--- src/rtl/vpp_pkg.sv ---
`default_nettype none

package vpp_pkg;

  localparam int CFG_W     = 16;
  localparam int CFG_IDX_W = 3;
  localparam int TEX_W     = 16;
  localparam int FRAC_BITS = 14;
  localparam int QUOT_W    = 20;   // perspective factor, Q6.14
  localparam int MUL_B_W   = 19;   // B operand of the shared multiplier
  localparam int K_W       = 36;   // scale * factor
  localparam int K_HALF    = 18;   // K goes through the multiplier in two halves

  typedef enum logic [CFG_IDX_W-1:0] {
    REG_COS_YAW         = 3'd0,
    REG_SIN_YAW         = 3'd1,
    REG_SCALE           = 3'd2,
    REG_CENTER_X        = 3'd3,
    REG_CENTER_Y        = 3'd4,
    REG_VERTICAL_OFFSET = 3'd5,
    REG_EYE_DISTANCE    = 3'd6
  } cfg_reg_t;

  typedef enum logic [4:0] {
    ST_IDLE,
    ST_XC,
    ST_ZS,
    ST_XS,
    ST_ZC,
    ST_ZACC,
    ST_ZR,
    ST_DEN,
    ST_DSTART,
    ST_DWAIT,
    ST_KMUL,
    ST_KCAP,
    ST_XLO,
    ST_XHI,
    ST_YLO,
    ST_YHI,
    ST_YACC,
    ST_PY,
    ST_SY,
    ST_DONE
  } vpp_state_t;

  typedef enum logic [2:0] {
    A_X,
    A_Z,
    A_XR,
    A_YO,
    A_P
  } mul_a_sel_t;

  typedef enum logic [2:0] {
    B_COS,
    B_SIN,
    B_SCALE,
    B_K_LO,
    B_K_HI
  } mul_b_sel_t;

  typedef enum logic [2:0] {
    ACC_HOLD,
    ACC_LOAD,
    ACC_ADD,
    ACC_SUB,
    ACC_ADD_HI
  } acc_op_t;

  typedef struct packed {
    mul_a_sel_t a_sel;
    mul_b_sel_t b_sel;
    acc_op_t    acc_op;
    logic       in_ready;
    logic       cap_xr;
    logic       cap_zr;
    logic       cap_den;
    logic       div_start;
    logic       cap_k;
    logic       cap_px;
    logic       cap_sx;
    logic       cap_py;
    logic       cap_sy;
    logic       finish;
  } vpp_ctrl_t;

endpackage

`default_nettype wire

--- src/rtl/vpp_if.sv ---
`default_nettype none

interface vpp_in_if #(
  parameter int COORD_WIDTH = 16
) ();
  import vpp_pkg::*;

  logic                          valid;
  logic                          ready;
  logic                          first_vertex;
  logic signed [COORD_WIDTH-1:0] pos_x;
  logic signed [COORD_WIDTH-1:0] pos_y;
  logic signed [COORD_WIDTH-1:0] pos_z;
  logic        [TEX_W-1:0]       tex_u;
  logic        [TEX_W-1:0]       tex_v;

  modport source (
    output valid, first_vertex, pos_x, pos_y, pos_z, tex_u, tex_v,
    input  ready
  );

  modport sink (
    input  valid, first_vertex, pos_x, pos_y, pos_z, tex_u, tex_v,
    output ready
  );
endinterface

interface vpp_out_if #(
  parameter int COORD_WIDTH  = 16,
  parameter int SCREEN_WIDTH = 20
) ();
  import vpp_pkg::*;

  logic                           valid;
  logic                           ready;
  logic signed [SCREEN_WIDTH-1:0] screen_x;
  logic signed [SCREEN_WIDTH-1:0] screen_y;
  logic signed [COORD_WIDTH-1:0]  depth;
  logic        [TEX_W-1:0]        out_u;
  logic        [TEX_W-1:0]        out_v;
  logic signed [SCREEN_WIDTH-1:0] bound_min_x;
  logic signed [SCREEN_WIDTH-1:0] bound_min_y;
  logic signed [SCREEN_WIDTH-1:0] bound_max_x;
  logic signed [SCREEN_WIDTH-1:0] bound_max_y;

  modport source (
    output valid, screen_x, screen_y, depth, out_u, out_v,
           bound_min_x, bound_min_y, bound_max_x, bound_max_y,
    input  ready
  );

  modport sink (
    input  valid, screen_x, screen_y, depth, out_u, out_v,
           bound_min_x, bound_min_y, bound_max_x, bound_max_y,
    output ready
  );
endinterface

`default_nettype wire

--- src/rtl/vertex_perspective_project_unit.sv ---
`default_nettype none

// Channel  Dir  Handshake         Payload
// in_if    in   valid / ready     first_vertex, pos_x/y/z, tex_u/v
// out_if   out  valid / ready     screen_x/y, depth, out_u/v, bound_min/max_x/y
// cfg_*    in   cfg_we            cfg_index, cfg_wdata (no read-back)
//
// One vertex at a time, in order: the idle state takes the request, then multiply/accumulate
// and setup states, the bit-serial divider for eye/(eye+rotated z), then the shared
// multiplier and the write-back. The result sits in an output register; the next vertex is
// taken meanwhile, and only the final write-back waits until the output register is free
// (empty or out_if.ready).
// Reset (rst_n low, synchronous) loads register defaults and empties the box.

module vertex_perspective_project_unit #(
  parameter int COORD_WIDTH  = 16,
  parameter int SCREEN_WIDTH = 20
) (
  input  logic                             clk,
  input  logic                             rst_n,
  input  logic                             cfg_we,
  input  logic [vpp_pkg::CFG_IDX_W-1:0]    cfg_index,
  input  logic [vpp_pkg::CFG_W-1:0]        cfg_wdata,
  vpp_in_if.sink                           in_if,
  vpp_out_if.source                        out_if
);
  import vpp_pkg::*;

  localparam int CW  = COORD_WIDTH;
  localparam int SW  = SCREEN_WIDTH;
  localparam int VW  = (CW + 3 > CFG_W + 1) ? CW + 3 : CFG_W + 1;
  localparam int AW  = (VW > QUOT_W + 1) ? VW : QUOT_W + 1;
  localparam int PW  = AW + MUL_B_W;
  localparam int ACW = VW + CFG_W + QUOT_W + 1;
  localparam int PJW = ACW - 2 * FRAC_BITS;
  localparam int EW  = ((PJW > SW) ? PJW : SW) + 2;

  localparam logic signed [ACW-1:0] HALF_1X = ACW'(1) <<< (FRAC_BITS - 1);
  localparam logic signed [ACW-1:0] HALF_2X = ACW'(1) <<< (2 * FRAC_BITS - 1);
  localparam logic signed [EW-1:0]  SCR_MAX_E = {{(EW-SW+1){1'b0}}, {(SW-1){1'b1}}};
  localparam logic signed [EW-1:0]  SCR_MIN_E = {{(EW-SW+1){1'b1}}, {(SW-1){1'b0}}};
  localparam logic signed [SW-1:0]  BOX_HI    = {1'b0, {(SW-1){1'b1}}};
  localparam logic signed [SW-1:0]  BOX_LO    = {1'b1, {(SW-1){1'b0}}};
  localparam logic signed [VW-1:0]  CRD_MAX_V = {{(VW-CW+1){1'b0}}, {(CW-1){1'b1}}};
  localparam logic signed [VW-1:0]  CRD_MIN_V = {{(VW-CW+1){1'b1}}, {(CW-1){1'b0}}};

  localparam logic [CFG_W-1:0] COS_RST   = 16'd16384;
  localparam logic [CFG_W-1:0] SCALE_RST = 16'd4096;
  localparam logic [CFG_W-1:0] EYE_RST   = 16'd29491;

  vpp_ctrl_t ctrl;

  // configuration
  logic signed [CFG_W-1:0] cos_r, sin_r, voff_r;
  logic        [CFG_W-1:0] scale_r, cx_r, cy_r, eye_r;

  // item registers
  logic                  first_r;
  logic signed [CW-1:0]  x_r, z_r;
  logic signed [VW-1:0]  yo_r;
  logic [TEX_W-1:0]      u_r, v_r;
  logic signed [VW-1:0]  xr_r, zr_r;
  logic [VW-1:0]         den_r;
  logic [K_W-1:0]        k_r;
  logic signed [PJW-1:0] px_r, py_r;
  logic signed [SW-1:0]  sx_r, sy_r;
  logic signed [ACW-1:0] acc_r, acc_nxt;

  // box and output registers
  logic signed [SW-1:0]  box_min_x_r, box_min_y_r, box_max_x_r, box_max_y_r;
  logic signed [SW-1:0]  box_min_x_nxt, box_min_y_nxt, box_max_x_nxt, box_max_y_nxt;
  logic                  out_valid_r, out_valid_nxt;
  logic signed [SW-1:0]  o_sx_r, o_sy_r;
  logic signed [CW-1:0]  o_depth_r;
  logic [TEX_W-1:0]      o_u_r, o_v_r;

  logic                     in_fire;
  logic                     out_free;
  logic signed [AW-1:0]     mul_a;
  logic signed [MUL_B_W-1:0] mul_b;
  logic signed [PW-1:0]     prod;
  acc_op_t                  prod_op;
  logic signed [ACW-1:0]    prod_ext, prod_hi;
  logic signed [ACW-1:0]    acc_rnd1, acc_rnd2;
  logic signed [VW:0]       den_sum;
  logic [VW-1:0]            den_nxt;
  logic                     div_busy;
  logic [QUOT_W-1:0]        persp;
  logic signed [EW-1:0]     sx_sum, sy_sum, sx_sat, sy_sat;
  logic signed [VW-1:0]     depth_sat;

  assign in_fire     = in_if.valid && in_if.ready;
  assign out_free    = !out_valid_r || out_if.ready;
  assign in_if.ready = ctrl.in_ready;

  vpp_seq u_seq (
    .clk        (clk),
    .rst_n      (rst_n),
    .in_fire_i  (in_fire),
    .div_busy_i (div_busy),
    .out_free_i (out_free),
    .ctrl_o     (ctrl)
  );

  always_comb begin
    case (ctrl.a_sel)
      A_X:     mul_a = AW'(x_r);
      A_Z:     mul_a = AW'(z_r);
      A_XR:    mul_a = AW'(xr_r);
      A_YO:    mul_a = AW'(yo_r);
      A_P:     mul_a = AW'(persp);
      default: mul_a = '0;
    endcase
  end

  always_comb begin
    case (ctrl.b_sel)
      B_COS:   mul_b = MUL_B_W'(cos_r);
      B_SIN:   mul_b = MUL_B_W'(sin_r);
      B_SCALE: mul_b = MUL_B_W'(scale_r);
      B_K_LO:  mul_b = MUL_B_W'(k_r[K_HALF-1:0]);
      B_K_HI:  mul_b = MUL_B_W'(k_r[K_W-1:K_HALF]);
      default: mul_b = '0;
    endcase
  end

  vpp_mul #(
    .A_W (AW)
  ) u_mul (
    .clk    (clk),
    .rst_n  (rst_n),
    .a_i    (mul_a),
    .b_i    (mul_b),
    .op_i   (ctrl.acc_op),
    .prod_o (prod),
    .op_o   (prod_op)
  );

  assign prod_ext = ACW'(prod);
  assign prod_hi  = prod_ext <<< K_HALF;

  always_comb begin
    case (prod_op)
      ACC_LOAD:   acc_nxt = prod_ext;
      ACC_ADD:    acc_nxt = acc_r + prod_ext;
      ACC_SUB:    acc_nxt = acc_r - prod_ext;
      ACC_ADD_HI: acc_nxt = acc_r + prod_hi;
      default:    acc_nxt = acc_r;
    endcase
  end

  // round half up, then drop the fraction bits
  assign acc_rnd1 = acc_r + HALF_1X;
  assign acc_rnd2 = acc_r + HALF_2X;

  // vertex at or behind the eye divides by one
  assign den_sum = (VW+1)'($signed({1'b0, eye_r})) + (VW+1)'(zr_r);
  assign den_nxt = (den_sum[VW] || den_sum == '0) ? VW'(1) : den_sum[VW-1:0];

  vpp_div #(
    .DEN_W (VW)
  ) u_div (
    .clk     (clk),
    .rst_n   (rst_n),
    .start_i (ctrl.div_start),
    .eye_i   (eye_r),
    .den_i   (den_r),
    .busy_o  (div_busy),
    .quot_o  (persp)
  );

  assign sx_sum = EW'($signed({1'b0, cx_r})) + EW'(px_r);
  assign sy_sum = EW'($signed({1'b0, cy_r})) - EW'(py_r);
  assign sx_sat = (sx_sum > SCR_MAX_E) ? SCR_MAX_E : ((sx_sum < SCR_MIN_E) ? SCR_MIN_E : sx_sum);
  assign sy_sat = (sy_sum > SCR_MAX_E) ? SCR_MAX_E : ((sy_sum < SCR_MIN_E) ? SCR_MIN_E : sy_sum);
  assign depth_sat = (zr_r > CRD_MAX_V) ? CRD_MAX_V : ((zr_r < CRD_MIN_V) ? CRD_MIN_V : zr_r);

  always_comb begin
    if (first_r) begin
      box_min_x_nxt = sx_r;
      box_max_x_nxt = sx_r;
      box_min_y_nxt = sy_r;
      box_max_y_nxt = sy_r;
    end else begin
      box_min_x_nxt = (sx_r < box_min_x_r) ? sx_r : box_min_x_r;
      box_max_x_nxt = (sx_r > box_max_x_r) ? sx_r : box_max_x_r;
      box_min_y_nxt = (sy_r < box_min_y_r) ? sy_r : box_min_y_r;
      box_max_y_nxt = (sy_r > box_max_y_r) ? sy_r : box_max_y_r;
    end
  end

  always_comb begin
    if (ctrl.finish) begin
      out_valid_nxt = 1'b1;
    end else if (out_if.ready) begin
      out_valid_nxt = 1'b0;
    end else begin
      out_valid_nxt = out_valid_r;
    end
  end

  always_ff @(posedge clk) begin
    if (!rst_n) begin
      cos_r   <= COS_RST;
      sin_r   <= '0;
      scale_r <= SCALE_RST;
      cx_r    <= '0;
      cy_r    <= '0;
      voff_r  <= '0;
      eye_r   <= EYE_RST;
    end else if (cfg_we) begin
      case (cfg_index)
        REG_COS_YAW:         cos_r   <= cfg_wdata;
        REG_SIN_YAW:         sin_r   <= cfg_wdata;
        REG_SCALE:           scale_r <= cfg_wdata;
        REG_CENTER_X:        cx_r    <= cfg_wdata;
        REG_CENTER_Y:        cy_r    <= cfg_wdata;
        REG_VERTICAL_OFFSET: voff_r  <= cfg_wdata;
        REG_EYE_DISTANCE:    eye_r   <= cfg_wdata;
        default:             ;
      endcase
    end
  end

  always_ff @(posedge clk) begin
    if (!rst_n) begin
      out_valid_r <= 1'b0;
      box_min_x_r <= BOX_HI;
      box_min_y_r <= BOX_HI;
      box_max_x_r <= BOX_LO;
      box_max_y_r <= BOX_LO;
    end else begin
      out_valid_r <= out_valid_nxt;
      if (ctrl.finish) begin
        box_min_x_r <= box_min_x_nxt;
        box_min_y_r <= box_min_y_nxt;
        box_max_x_r <= box_max_x_nxt;
        box_max_y_r <= box_max_y_nxt;
      end
    end
  end

  always_ff @(posedge clk) begin
    acc_r <= acc_nxt;
    if (in_fire) begin
      first_r <= in_if.first_vertex;
      x_r     <= in_if.pos_x;
      z_r     <= in_if.pos_z;
      yo_r    <= VW'(in_if.pos_y) + VW'(voff_r);
      u_r     <= in_if.tex_u;
      v_r     <= in_if.tex_v;
    end
    if (ctrl.cap_xr) xr_r <= acc_rnd1[FRAC_BITS +: VW];
    if (ctrl.cap_zr) zr_r <= acc_rnd1[FRAC_BITS +: VW];
    if (ctrl.cap_den) den_r <= den_nxt;
    if (ctrl.cap_k) k_r <= prod[K_W-1:0];
    if (ctrl.cap_px) px_r <= acc_rnd2[2*FRAC_BITS +: PJW];
    if (ctrl.cap_sx) sx_r <= sx_sat[SW-1:0];
    if (ctrl.cap_py) py_r <= acc_rnd2[2*FRAC_BITS +: PJW];
    if (ctrl.cap_sy) sy_r <= sy_sat[SW-1:0];
    if (ctrl.finish) begin
      o_sx_r    <= sx_r;
      o_sy_r    <= sy_r;
      o_depth_r <= depth_sat[CW-1:0];
      o_u_r     <= u_r;
      o_v_r     <= v_r;
    end
  end

  assign out_if.valid       = out_valid_r;
  assign out_if.screen_x    = o_sx_r;
  assign out_if.screen_y    = o_sy_r;
  assign out_if.depth       = o_depth_r;
  assign out_if.out_u       = o_u_r;
  assign out_if.out_v       = o_v_r;
  assign out_if.bound_min_x = box_min_x_r;
  assign out_if.bound_min_y = box_min_y_r;
  assign out_if.bound_max_x = box_max_x_r;
  assign out_if.bound_max_y = box_max_y_r;

  a_busy_after_accept: assert property (@(posedge clk) disable iff (!rst_n)
    in_fire |=> !in_if.ready)
    else $error("input taken again before the vertex finished");

  a_box_holds_x: assert property (@(posedge clk) disable iff (!rst_n)
    out_if.valid |-> (out_if.bound_min_x <= out_if.screen_x) &&
                     (out_if.screen_x <= out_if.bound_max_x))
    else $error("bounding box misses screen_x");

  a_box_holds_y: assert property (@(posedge clk) disable iff (!rst_n)
    out_if.valid |-> (out_if.bound_min_y <= out_if.screen_y) &&
                     (out_if.screen_y <= out_if.bound_max_y))
    else $error("bounding box misses screen_y");

endmodule

`default_nettype wire

--- src/rtl/vpp_mul.sv ---
`default_nettype none

module vpp_mul #(
  parameter int A_W = 21
) (
  input  logic                                     clk,
  input  logic                                     rst_n,
  input  logic signed [A_W-1:0]                    a_i,
  input  logic signed [vpp_pkg::MUL_B_W-1:0]       b_i,
  input  vpp_pkg::acc_op_t                         op_i,
  output logic signed [A_W+vpp_pkg::MUL_B_W-1:0]   prod_o,
  output vpp_pkg::acc_op_t                         op_o
);
  import vpp_pkg::*;

  logic signed [A_W+MUL_B_W-1:0] prod_r;
  logic signed [A_W+MUL_B_W-1:0] prod_nxt;
  acc_op_t                       op_r;

  assign prod_nxt = a_i * b_i;

  // product and its accumulate op travel together into the next cycle
  always_ff @(posedge clk) begin
    prod_r <= prod_nxt;
  end

  always_ff @(posedge clk) begin
    if (!rst_n) begin
      op_r <= ACC_HOLD;
    end else begin
      op_r <= op_i;
    end
  end

  assign prod_o = prod_r;
  assign op_o   = op_r;

endmodule

`default_nettype wire

--- src/rtl/vpp_div.sv ---
`default_nettype none

module vpp_div #(
  parameter int DEN_W = 17
) (
  input  logic                         clk,
  input  logic                         rst_n,
  input  logic                         start_i,
  input  logic [vpp_pkg::CFG_W-1:0]    eye_i,
  input  logic [DEN_W-1:0]             den_i,
  output logic                         busy_o,
  output logic [vpp_pkg::QUOT_W-1:0]   quot_o
);
  import vpp_pkg::*;

  localparam int NUM_W = CFG_W + FRAC_BITS;
  localparam int CMP_W = DEN_W + NUM_W;
  localparam int CNT_W = $clog2(QUOT_W);
  localparam logic [CNT_W-1:0] CNT_LAST = CNT_W'(QUOT_W - 1);

  logic [NUM_W-1:0]  num;
  logic [DEN_W:0]    trial;
  logic              fits;
  logic [DEN_W-1:0]  rem_r, rem_nxt;
  logic [QUOT_W-1:0] sh_r, sh_nxt;
  logic [CNT_W-1:0]  cnt_r, cnt_nxt;
  logic              busy_r, busy_nxt;
  logic              sat_r, sat_nxt;

  assign num   = {eye_i, {FRAC_BITS{1'b0}}};
  assign trial = {rem_r, sh_r[QUOT_W-1]};
  assign fits  = trial >= {1'b0, den_i};

  // restoring division, one quotient bit per cycle; quotient shifts in
  // behind the numerator bits still to be consumed
  always_comb begin
    rem_nxt  = rem_r;
    sh_nxt   = sh_r;
    cnt_nxt  = cnt_r;
    busy_nxt = busy_r;
    sat_nxt  = sat_r;
    if (start_i) begin
      rem_nxt  = DEN_W'(num[NUM_W-1:QUOT_W]);
      sh_nxt   = num[QUOT_W-1:0];
      cnt_nxt  = '0;
      busy_nxt = 1'b1;
      // quotient would not fit in QUOT_W bits
      sat_nxt  = CMP_W'(num) >= CMP_W'({den_i, {QUOT_W{1'b0}}});
    end else if (busy_r) begin
      rem_nxt = fits ? DEN_W'(trial - {1'b0, den_i}) : trial[DEN_W-1:0];
      sh_nxt  = {sh_r[QUOT_W-2:0], fits};
      cnt_nxt = cnt_r + 1'b1;
      if (cnt_r == CNT_LAST) begin
        busy_nxt = 1'b0;
      end
    end
  end

  always_ff @(posedge clk) begin
    rem_r <= rem_nxt;
    sh_r  <= sh_nxt;
    sat_r <= sat_nxt;
  end

  always_ff @(posedge clk) begin
    if (!rst_n) begin
      busy_r <= 1'b0;
      cnt_r  <= '0;
    end else begin
      busy_r <= busy_nxt;
      cnt_r  <= cnt_nxt;
    end
  end

  assign busy_o = busy_r;
  assign quot_o = sat_r ? {QUOT_W{1'b1}} : sh_r;

  a_start_idle: assert property (@(posedge clk) disable iff (!rst_n)
    start_i |-> !busy_r)
    else $error("divider restarted while busy");

  a_den_nonzero: assert property (@(posedge clk) disable iff (!rst_n)
    start_i |-> den_i != '0)
    else $error("divider started with zero divisor");

  a_last_step: assert property (@(posedge clk) disable iff (!rst_n)
    busy_r && cnt_r == CNT_LAST |=> !busy_r)
    else $error("divider ran past its last step");

endmodule

`default_nettype wire

--- src/rtl/vpp_seq.sv ---
`default_nettype none

module vpp_seq (
  input  logic               clk,
  input  logic               rst_n,
  input  logic               in_fire_i,
  input  logic               div_busy_i,
  input  logic               out_free_i,
  output vpp_pkg::vpp_ctrl_t ctrl_o
);
  import vpp_pkg::*;

  vpp_state_t state_r, state_nxt;

  always_comb begin
    state_nxt = state_r;
    case (state_r)
      ST_IDLE:   if (in_fire_i) state_nxt = ST_XC;
      ST_XC:     state_nxt = ST_ZS;
      ST_ZS:     state_nxt = ST_XS;
      ST_XS:     state_nxt = ST_ZC;
      ST_ZC:     state_nxt = ST_ZACC;
      ST_ZACC:   state_nxt = ST_ZR;
      ST_ZR:     state_nxt = ST_DEN;
      ST_DEN:    state_nxt = ST_DSTART;
      ST_DSTART: state_nxt = ST_DWAIT;
      ST_DWAIT:  if (!div_busy_i) state_nxt = ST_KMUL;
      ST_KMUL:   state_nxt = ST_KCAP;
      ST_KCAP:   state_nxt = ST_XLO;
      ST_XLO:    state_nxt = ST_XHI;
      ST_XHI:    state_nxt = ST_YLO;
      ST_YLO:    state_nxt = ST_YHI;
      ST_YHI:    state_nxt = ST_YACC;
      ST_YACC:   state_nxt = ST_PY;
      ST_PY:     state_nxt = ST_SY;
      ST_SY:     state_nxt = ST_DONE;
      ST_DONE:   if (out_free_i) state_nxt = ST_IDLE;
      default:   state_nxt = ST_IDLE;
    endcase
  end

  // the accumulate op is applied in the cycle after it is issued, with the registered product
  always_comb begin
    ctrl_o.a_sel     = A_X;
    ctrl_o.b_sel     = B_COS;
    ctrl_o.acc_op    = ACC_HOLD;
    ctrl_o.in_ready  = 1'b0;
    ctrl_o.cap_xr    = 1'b0;
    ctrl_o.cap_zr    = 1'b0;
    ctrl_o.cap_den   = 1'b0;
    ctrl_o.div_start = 1'b0;
    ctrl_o.cap_k     = 1'b0;
    ctrl_o.cap_px    = 1'b0;
    ctrl_o.cap_sx    = 1'b0;
    ctrl_o.cap_py    = 1'b0;
    ctrl_o.cap_sy    = 1'b0;
    ctrl_o.finish    = 1'b0;
    case (state_r)
      ST_IDLE: begin
        ctrl_o.in_ready = 1'b1;
      end
      ST_XC: begin
        ctrl_o.a_sel  = A_X;
        ctrl_o.b_sel  = B_COS;
        ctrl_o.acc_op = ACC_LOAD;
      end
      ST_ZS: begin
        ctrl_o.a_sel  = A_Z;
        ctrl_o.b_sel  = B_SIN;
        ctrl_o.acc_op = ACC_SUB;
      end
      ST_XS: begin
        ctrl_o.a_sel  = A_X;
        ctrl_o.b_sel  = B_SIN;
        ctrl_o.acc_op = ACC_LOAD;
      end
      ST_ZC: begin
        ctrl_o.a_sel  = A_Z;
        ctrl_o.b_sel  = B_COS;
        ctrl_o.acc_op = ACC_ADD;
        ctrl_o.cap_xr = 1'b1;
      end
      ST_ZR: begin
        ctrl_o.cap_zr = 1'b1;
      end
      ST_DEN: begin
        ctrl_o.cap_den = 1'b1;
      end
      ST_DSTART: begin
        ctrl_o.div_start = 1'b1;
      end
      ST_KMUL: begin
        ctrl_o.a_sel = A_P;
        ctrl_o.b_sel = B_SCALE;
      end
      ST_KCAP: begin
        ctrl_o.cap_k = 1'b1;
      end
      ST_XLO: begin
        ctrl_o.a_sel  = A_XR;
        ctrl_o.b_sel  = B_K_LO;
        ctrl_o.acc_op = ACC_LOAD;
      end
      ST_XHI: begin
        ctrl_o.a_sel  = A_XR;
        ctrl_o.b_sel  = B_K_HI;
        ctrl_o.acc_op = ACC_ADD_HI;
      end
      ST_YLO: begin
        ctrl_o.a_sel  = A_YO;
        ctrl_o.b_sel  = B_K_LO;
        ctrl_o.acc_op = ACC_LOAD;
      end
      ST_YHI: begin
        ctrl_o.a_sel  = A_YO;
        ctrl_o.b_sel  = B_K_HI;
        ctrl_o.acc_op = ACC_ADD_HI;
        ctrl_o.cap_px = 1'b1;
      end
      ST_YACC: begin
        ctrl_o.cap_sx = 1'b1;
      end
      ST_PY: begin
        ctrl_o.cap_py = 1'b1;
      end
      ST_SY: begin
        ctrl_o.cap_sy = 1'b1;
      end
      ST_DONE: begin
        ctrl_o.finish = out_free_i;
      end
      default: begin
        ctrl_o.in_ready = 1'b0;
      end
    endcase
  end

  always_ff @(posedge clk) begin
    if (!rst_n) begin
      state_r <= ST_IDLE;
    end else begin
      state_r <= state_nxt;
    end
  end

endmodule

`default_nettype wire

--- src/flat_wrapper.sv ---
// flat-port wrapper written by rule: the top's interface ports become plain ports
module vertex_perspective_project_unit_flat import vpp_pkg::*;
#(
  parameter int COORD_WIDTH  = 16,
  parameter int SCREEN_WIDTH = 20
)
  (clk, rst_n, cfg_we, cfg_index, cfg_wdata, in_if_valid, in_if_first_vertex, in_if_pos_x, in_if_pos_y, in_if_pos_z, in_if_tex_u, in_if_tex_v, in_if_ready, out_if_valid, out_if_screen_x, out_if_screen_y, out_if_depth, out_if_out_u, out_if_out_v, out_if_bound_min_x, out_if_bound_min_y, out_if_bound_max_x, out_if_bound_max_y, out_if_ready);
  vpp_in_if #(.COORD_WIDTH(COORD_WIDTH)) in_if_i ();
  vpp_out_if #(.COORD_WIDTH(COORD_WIDTH), .SCREEN_WIDTH(SCREEN_WIDTH)) out_if_i ();
  input  logic clk;
  input  logic rst_n;
  input  logic cfg_we;
  input  logic [vpp_pkg::CFG_IDX_W-1:0] cfg_index;
  input  logic [vpp_pkg::CFG_W-1:0] cfg_wdata;
  input wire logic [$bits(in_if_i.valid)-1:0] in_if_valid;
  input wire logic [$bits(in_if_i.first_vertex)-1:0] in_if_first_vertex;
  input wire logic [$bits(in_if_i.pos_x)-1:0] in_if_pos_x;
  input wire logic [$bits(in_if_i.pos_y)-1:0] in_if_pos_y;
  input wire logic [$bits(in_if_i.pos_z)-1:0] in_if_pos_z;
  input wire logic [$bits(in_if_i.tex_u)-1:0] in_if_tex_u;
  input wire logic [$bits(in_if_i.tex_v)-1:0] in_if_tex_v;
  output wire logic [$bits(in_if_i.ready)-1:0] in_if_ready;
  output wire logic [$bits(out_if_i.valid)-1:0] out_if_valid;
  output wire logic [$bits(out_if_i.screen_x)-1:0] out_if_screen_x;
  output wire logic [$bits(out_if_i.screen_y)-1:0] out_if_screen_y;
  output wire logic [$bits(out_if_i.depth)-1:0] out_if_depth;
  output wire logic [$bits(out_if_i.out_u)-1:0] out_if_out_u;
  output wire logic [$bits(out_if_i.out_v)-1:0] out_if_out_v;
  output wire logic [$bits(out_if_i.bound_min_x)-1:0] out_if_bound_min_x;
  output wire logic [$bits(out_if_i.bound_min_y)-1:0] out_if_bound_min_y;
  output wire logic [$bits(out_if_i.bound_max_x)-1:0] out_if_bound_max_x;
  output wire logic [$bits(out_if_i.bound_max_y)-1:0] out_if_bound_max_y;
  input wire logic [$bits(out_if_i.ready)-1:0] out_if_ready;
  assign in_if_i.valid = in_if_valid;
  assign in_if_i.first_vertex = in_if_first_vertex;
  assign in_if_i.pos_x = in_if_pos_x;
  assign in_if_i.pos_y = in_if_pos_y;
  assign in_if_i.pos_z = in_if_pos_z;
  assign in_if_i.tex_u = in_if_tex_u;
  assign in_if_i.tex_v = in_if_tex_v;
  assign in_if_ready = in_if_i.ready;
  assign out_if_valid = out_if_i.valid;
  assign out_if_screen_x = out_if_i.screen_x;
  assign out_if_screen_y = out_if_i.screen_y;
  assign out_if_depth = out_if_i.depth;
  assign out_if_out_u = out_if_i.out_u;
  assign out_if_out_v = out_if_i.out_v;
  assign out_if_bound_min_x = out_if_i.bound_min_x;
  assign out_if_bound_min_y = out_if_i.bound_min_y;
  assign out_if_bound_max_x = out_if_i.bound_max_x;
  assign out_if_bound_max_y = out_if_i.bound_max_y;
  assign out_if_i.ready = out_if_ready;
  vertex_perspective_project_unit #(.COORD_WIDTH(COORD_WIDTH), .SCREEN_WIDTH(SCREEN_WIDTH)) u_core (.clk(clk), .rst_n(rst_n), .cfg_we(cfg_we), .cfg_index(cfg_index), .cfg_wdata(cfg_wdata), .in_if(in_if_i), .out_if(out_if_i));
endmodule
--- config.mk ---
export PLATFORM = sky130hd
export DESIGN_NAME = vertex_perspective_project_unit_flat
export DESIGN_NICKNAME = d
export VERILOG_FILES = /design/src/rtl/vpp_pkg.sv /design/src/rtl/vpp_if.sv /design/src/rtl/vertex_perspective_project_unit.sv /design/src/rtl/vpp_mul.sv /design/src/rtl/vpp_div.sv /design/src/rtl/vpp_seq.sv /design/src/flat_wrapper.sv
export SDC_FILE = /design/constraint.sdc
export NUM_CORES = 2
export LEC_CHECK = 0
export ABC_AREA = 0
export ABC_CLOCK_PERIOD_IN_PS = 23800
export BUFFER_PORTS_ARGS = -buffer_cell sky130_fd_sc_hd__buf_2
export CELL_PAD_IN_SITES_DETAIL_PLACEMENT = 1
export CELL_PAD_IN_SITES_GLOBAL_PLACEMENT = 1
export CORE_ASPECT_RATIO = 0.7
export CORE_MARGIN = 4
export CORE_UTILIZATION = 54
export CTS_CLUSTER_SIZE = 40
export DETAILED_ROUTE_END_ITERATION = 12
export PLACE_DENSITY_LB_ADDON = 0.3
export SKIP_LAST_GASP = 1
export SYNTH_ARGS = -nofsm -noshare
export SYNTH_HDL_FRONTEND = slang
export SYNTH_HIERARCHICAL = 1
export SYNTH_SLANG_ARGS = --single-unit
--- constraint.sdc ---
create_clock -name clk -period 23.8 [get_ports clk]
set_clock_uncertainty 0.1 [all_clocks]
set_input_delay 1.19 -clock clk [delete_from_list [all_inputs] [get_ports clk]]
set_output_delay 1.19 -clock clk [all_outputs]
set_load 0.02 [all_outputs]
==> impl_metrics.py <==
metrics = {
    "placement": {
        "io_buffers": 274,
        "gp_congestion": 0.9458,
        "hpwlAfterDp_microns": 148100,
        "place_ws_ns": 13.68,
        "dp.cells": 7037,
    },
    "synthesis": {
        "syn-cell-area_sq_um": 54530,
        "synth_fp_nets": 6485,
        "synth_compound_area_share_pct": 14.31,
        "ys_seq_area_share_pct": 33.70,
        "synth.area.top_cells": "edfxtp_1 24%, fa_1 15%, dfxtp_1 9.9%",
        "synth_top_family_by_area": "adder cells",
        "yosys.area_share.simple_pct": 14.58,
        "yosys.area.top_type": "edfxtp_1",
        "synthXorXnorAreaFrac_pct": 4.527,
        "yosys_warnings": 6,
        "synth_adder_area_share_pct": 23.86,
        "syn_area_per_cell_sq_um": 9.763,
        "synth.area.mux_share_pct": 2.843,
        "synth_cell_type_count": 110,
        "yosysTopAreaCellShare_pct": 23.79,
        "syn_inst": 5586,
        "ys_async_sr_fraction_pct": 0,
        "synth_edf_count": 432,
        "synth_flop_cell": "edfxtp_1",
        "ys_seq_elements": 702,
    },
    "route": {
        "drt_iter0_drc": 4721,
        "wl_microns": 196100,
        "drc": 0,
        "wl_per_cell_microns": 27.31,
        "ant_nets": 0,
        "vias": 45350,
        "viasPerCell": 6.317,
        "drt_pass1_iterations": 5,
    },
    "layout": {
        "final_common_cell": "nand2_1",
        "finish.utilization_pct": 59.70,
        "stdcell_count": 7179,
        "fillers": 11200,
        "drive_above_1_share_pct": 10.25,
        "final_nets": 6674,
        "mostFrequentLayoutCells": "644 x nand2_1, 642 x inv_1, 432 x edfxtp_1",
        "area_growth_pct": 9.606,
    },
    "cts": {
        "cts_setup_buffers": 0,
        "clk_path_buf_depth": 3,
        "cts.htree.levels": 3,
        "worstSkewPairLatency_ns": 0.69,
        "cts.clk_slew.worst_paths_ns": 0.07,
        "cts_resized": 0,
        "cts-buffers-inserted": 72,
        "cts_tree": "yes",
        "holdBufCountCts": 0,
        "cts-root-buf": "clkbuf_16",
        "clock_sinks": 702,
    },
    "worst_hold_path": {
        "min_path_type": "reg -> reg",
    },
    "setup_path": {
        "worstPathArrival_ns": 10.95,
        "critPathCaptureType": "flip-flop",
        "cp.required_ns": 24.24,
        "cp_max_fo": 24,
        "crit_type": "reg -> reg",
        "cp-start-kind": "flip-flop",
    },
    "global_route": {
        "gr-usage-all-layers_pct": 36.52,
        "grt_pass1_vias": 47240,
        "grt_pass1_wl_microns": 296800,
        "grt_max_degree": 91,
        "antenna_found_initial": 17,
        "grt_overflow": 0,
    },
    "run_status": {
        "status": "completed",
    },
    "timing": {
        "maxSlewViolCount": 0,
        "fin_ws_ns": 13.29,
        "fmax_ghz": 0.09519,
        "rsz0062_at_grt": "no",
        "period_needed_ns": 10.51,
        "tns_ns": 0,
        "setup_violations": 0,
        "period_share_pct": 44.14,
        "hold_violations": 0,
        "maxSlewHeadroom_pct": 13.40,
        "worst_slew_pin_slew_ns": 1.294,
    },
    "floorplanning": {
        "dieWidth_microns": 387.8,
        "die_height_microns": 273.9,
        "rows": 97,
        "core_area_sq_um": 100100,
        "initial_core_util_pct": 54.47,
        "die-area_sq_um": 106200,
        "ios": 275,
    },
    "pwr": {
        "p_int_mw": 2.772,
        "power.total_mw": 4.672,
        "power_switching_mw": 1.900,
        "power.density_nw_per_um2": 78.17,
        "max-vdd-ir-drop_mv": 0.09725,
        "sequentialPowerShare_pct": 33.4,
        "clock_power_share_pct": 25.7,
        "power_leakage_nw": 25.96,
        "power_frac_comb_pct": 40.9,
        "switching_share_pct": 40.67,
    },
    "flow_run": {
        "maxCapViolCount": 0,
    },
}
[flip-flops by register name, summed over array words and instances, names as in the netlist, 28 cells and up]
register,count
u_core/py_r,28
u_core/px_r,28
u_core/k_r,36
u_core/acc_r,56
u_core/u_mul/prod_o,40
[cells by family after synthesis]
| logic type | after synthesis |
|---|---|
| muxes | 150 |
| buffers and inverters | 876 |
| xor gates and xnor gates | 281 |
| adders and majority gates | 794 |
| AOI/OAI and AO/OA | 1146 |
| DFF | 702 |
| and+or+nand+nor | 1637 |
[layout make-up]
type / count / area [sq um] / share of cell area, %
Timing Repair Buffer: 348 / 1929 / 3.228
Sequential cell: 702 / 18380 / 30.75
Multi-Input combinational cell: 4008 / 32890 / 55.02
Clock inverter: 39 / 501.7 / 0.8394
Clock buffer: 95 / 1971 / 3.297
Tap cell: 1336 / 1672 / 2.797
Inverter: 643 / 2414 / 4.038
Antenna cell: 8 / 20.02 / 0.03349
[through the flow]
step	hold WS [ns]	cell area (sq um)
after global routing	0.3369	59750
after detailed placement	0.3070	57280
after floorplan	0.3003	54530
after global placement	0.3006	57280
final	0.3252	59770
after CTS	0.3256	59750
[per-layer routing]
metal,share of wire (%),global-route usage [%],vias to the layer above
met2,43,54.84,2304
met5,0.028,0,-
li1,-,-,19500
met3,11,9.072,391
met4,3.3,11.24,8
met1,43,52.29,23150
[cells in the mapped netlist, drive strengths merged (25+ instances only)]
cell,count
dfxtp,270
and3,36
nand2,645
nand4,45
a21boi,110
a21oi,284
o31ai,25
a22oi,29
a211oi,40
a21o,132
o21ai,190
nand2b,62
nor2b,81
o21a,52
nor3,70
nand3,127
clkbuf,190
o211ai,65
nor2,253
mux2i,135
xor2,116
fa,410
or2,32
buf,43
a31oi,30
o22ai,40
xnor2,165
inv,643
ha,384
edfxtp,432
and2,202
[power groups by stage]
stage	clock network [mW]	registers (mW)	logic, mW
6_report	1.20	1.56	1.91
5_1_grt	1.27	1.56	2.08
4_1_cts	1.21	1.55	1.86
3_5_place_dp	0	1.57	1.84
3_3_place_gp	0	1.57	1.77
2_1_floorplan	0	1.48	1.33
[worst max-delay path, stage by stage, from the launching register on]
cell       delay (ns)
dfxtp_1          0.81
and4b_1          0.96
nor2b_1          0.84
a22oi_1          0.24
o22ai_2          0.96
nand2_1          0.20
fa_1             0.54
inv_1            0.05
fa_1             0.50
inv_1            0.06
fa_1             0.54
inv_1            0.05
fa_1             0.45
fa_1             0.49
inv_1            0.06
fa_1             0.37
inv_1            0.11
fa_1             0.45
ha_1             0.41
a2111oi_0        0.55
o21ai_0          0.20
nand4_1          0.19
o311ai_2         0.17
and3_1           0.27
a211oi_2         0.43
o21ai_0          0.20
xor2_1           0.17
[final timing paths]
check,cells after the start,end,from,slack (ns)
hold / removal,0,u_core/out_if.out_v[14]$_DFFE_PP_,u_core/v_r[14]$_DFFE_PP_,0.33
hold reg to reg,0,u_core/out_if.out_v[14]$_DFFE_PP_,u_core/v_r[14]$_DFFE_PP_,0.33
setup reg to reg,26,u_core/u_mul/prod_o[35]$_DFF_P_,u_core/u_seq/state_r[2]$_SDFFE_PN0P_,13.29
setup / recovery,26,u_core/u_mul/prod_o[35]$_DFF_P_,u_core/u_seq/state_r[2]$_SDFFE_PN0P_,13.29
Power figures use the tool's default switching activity.
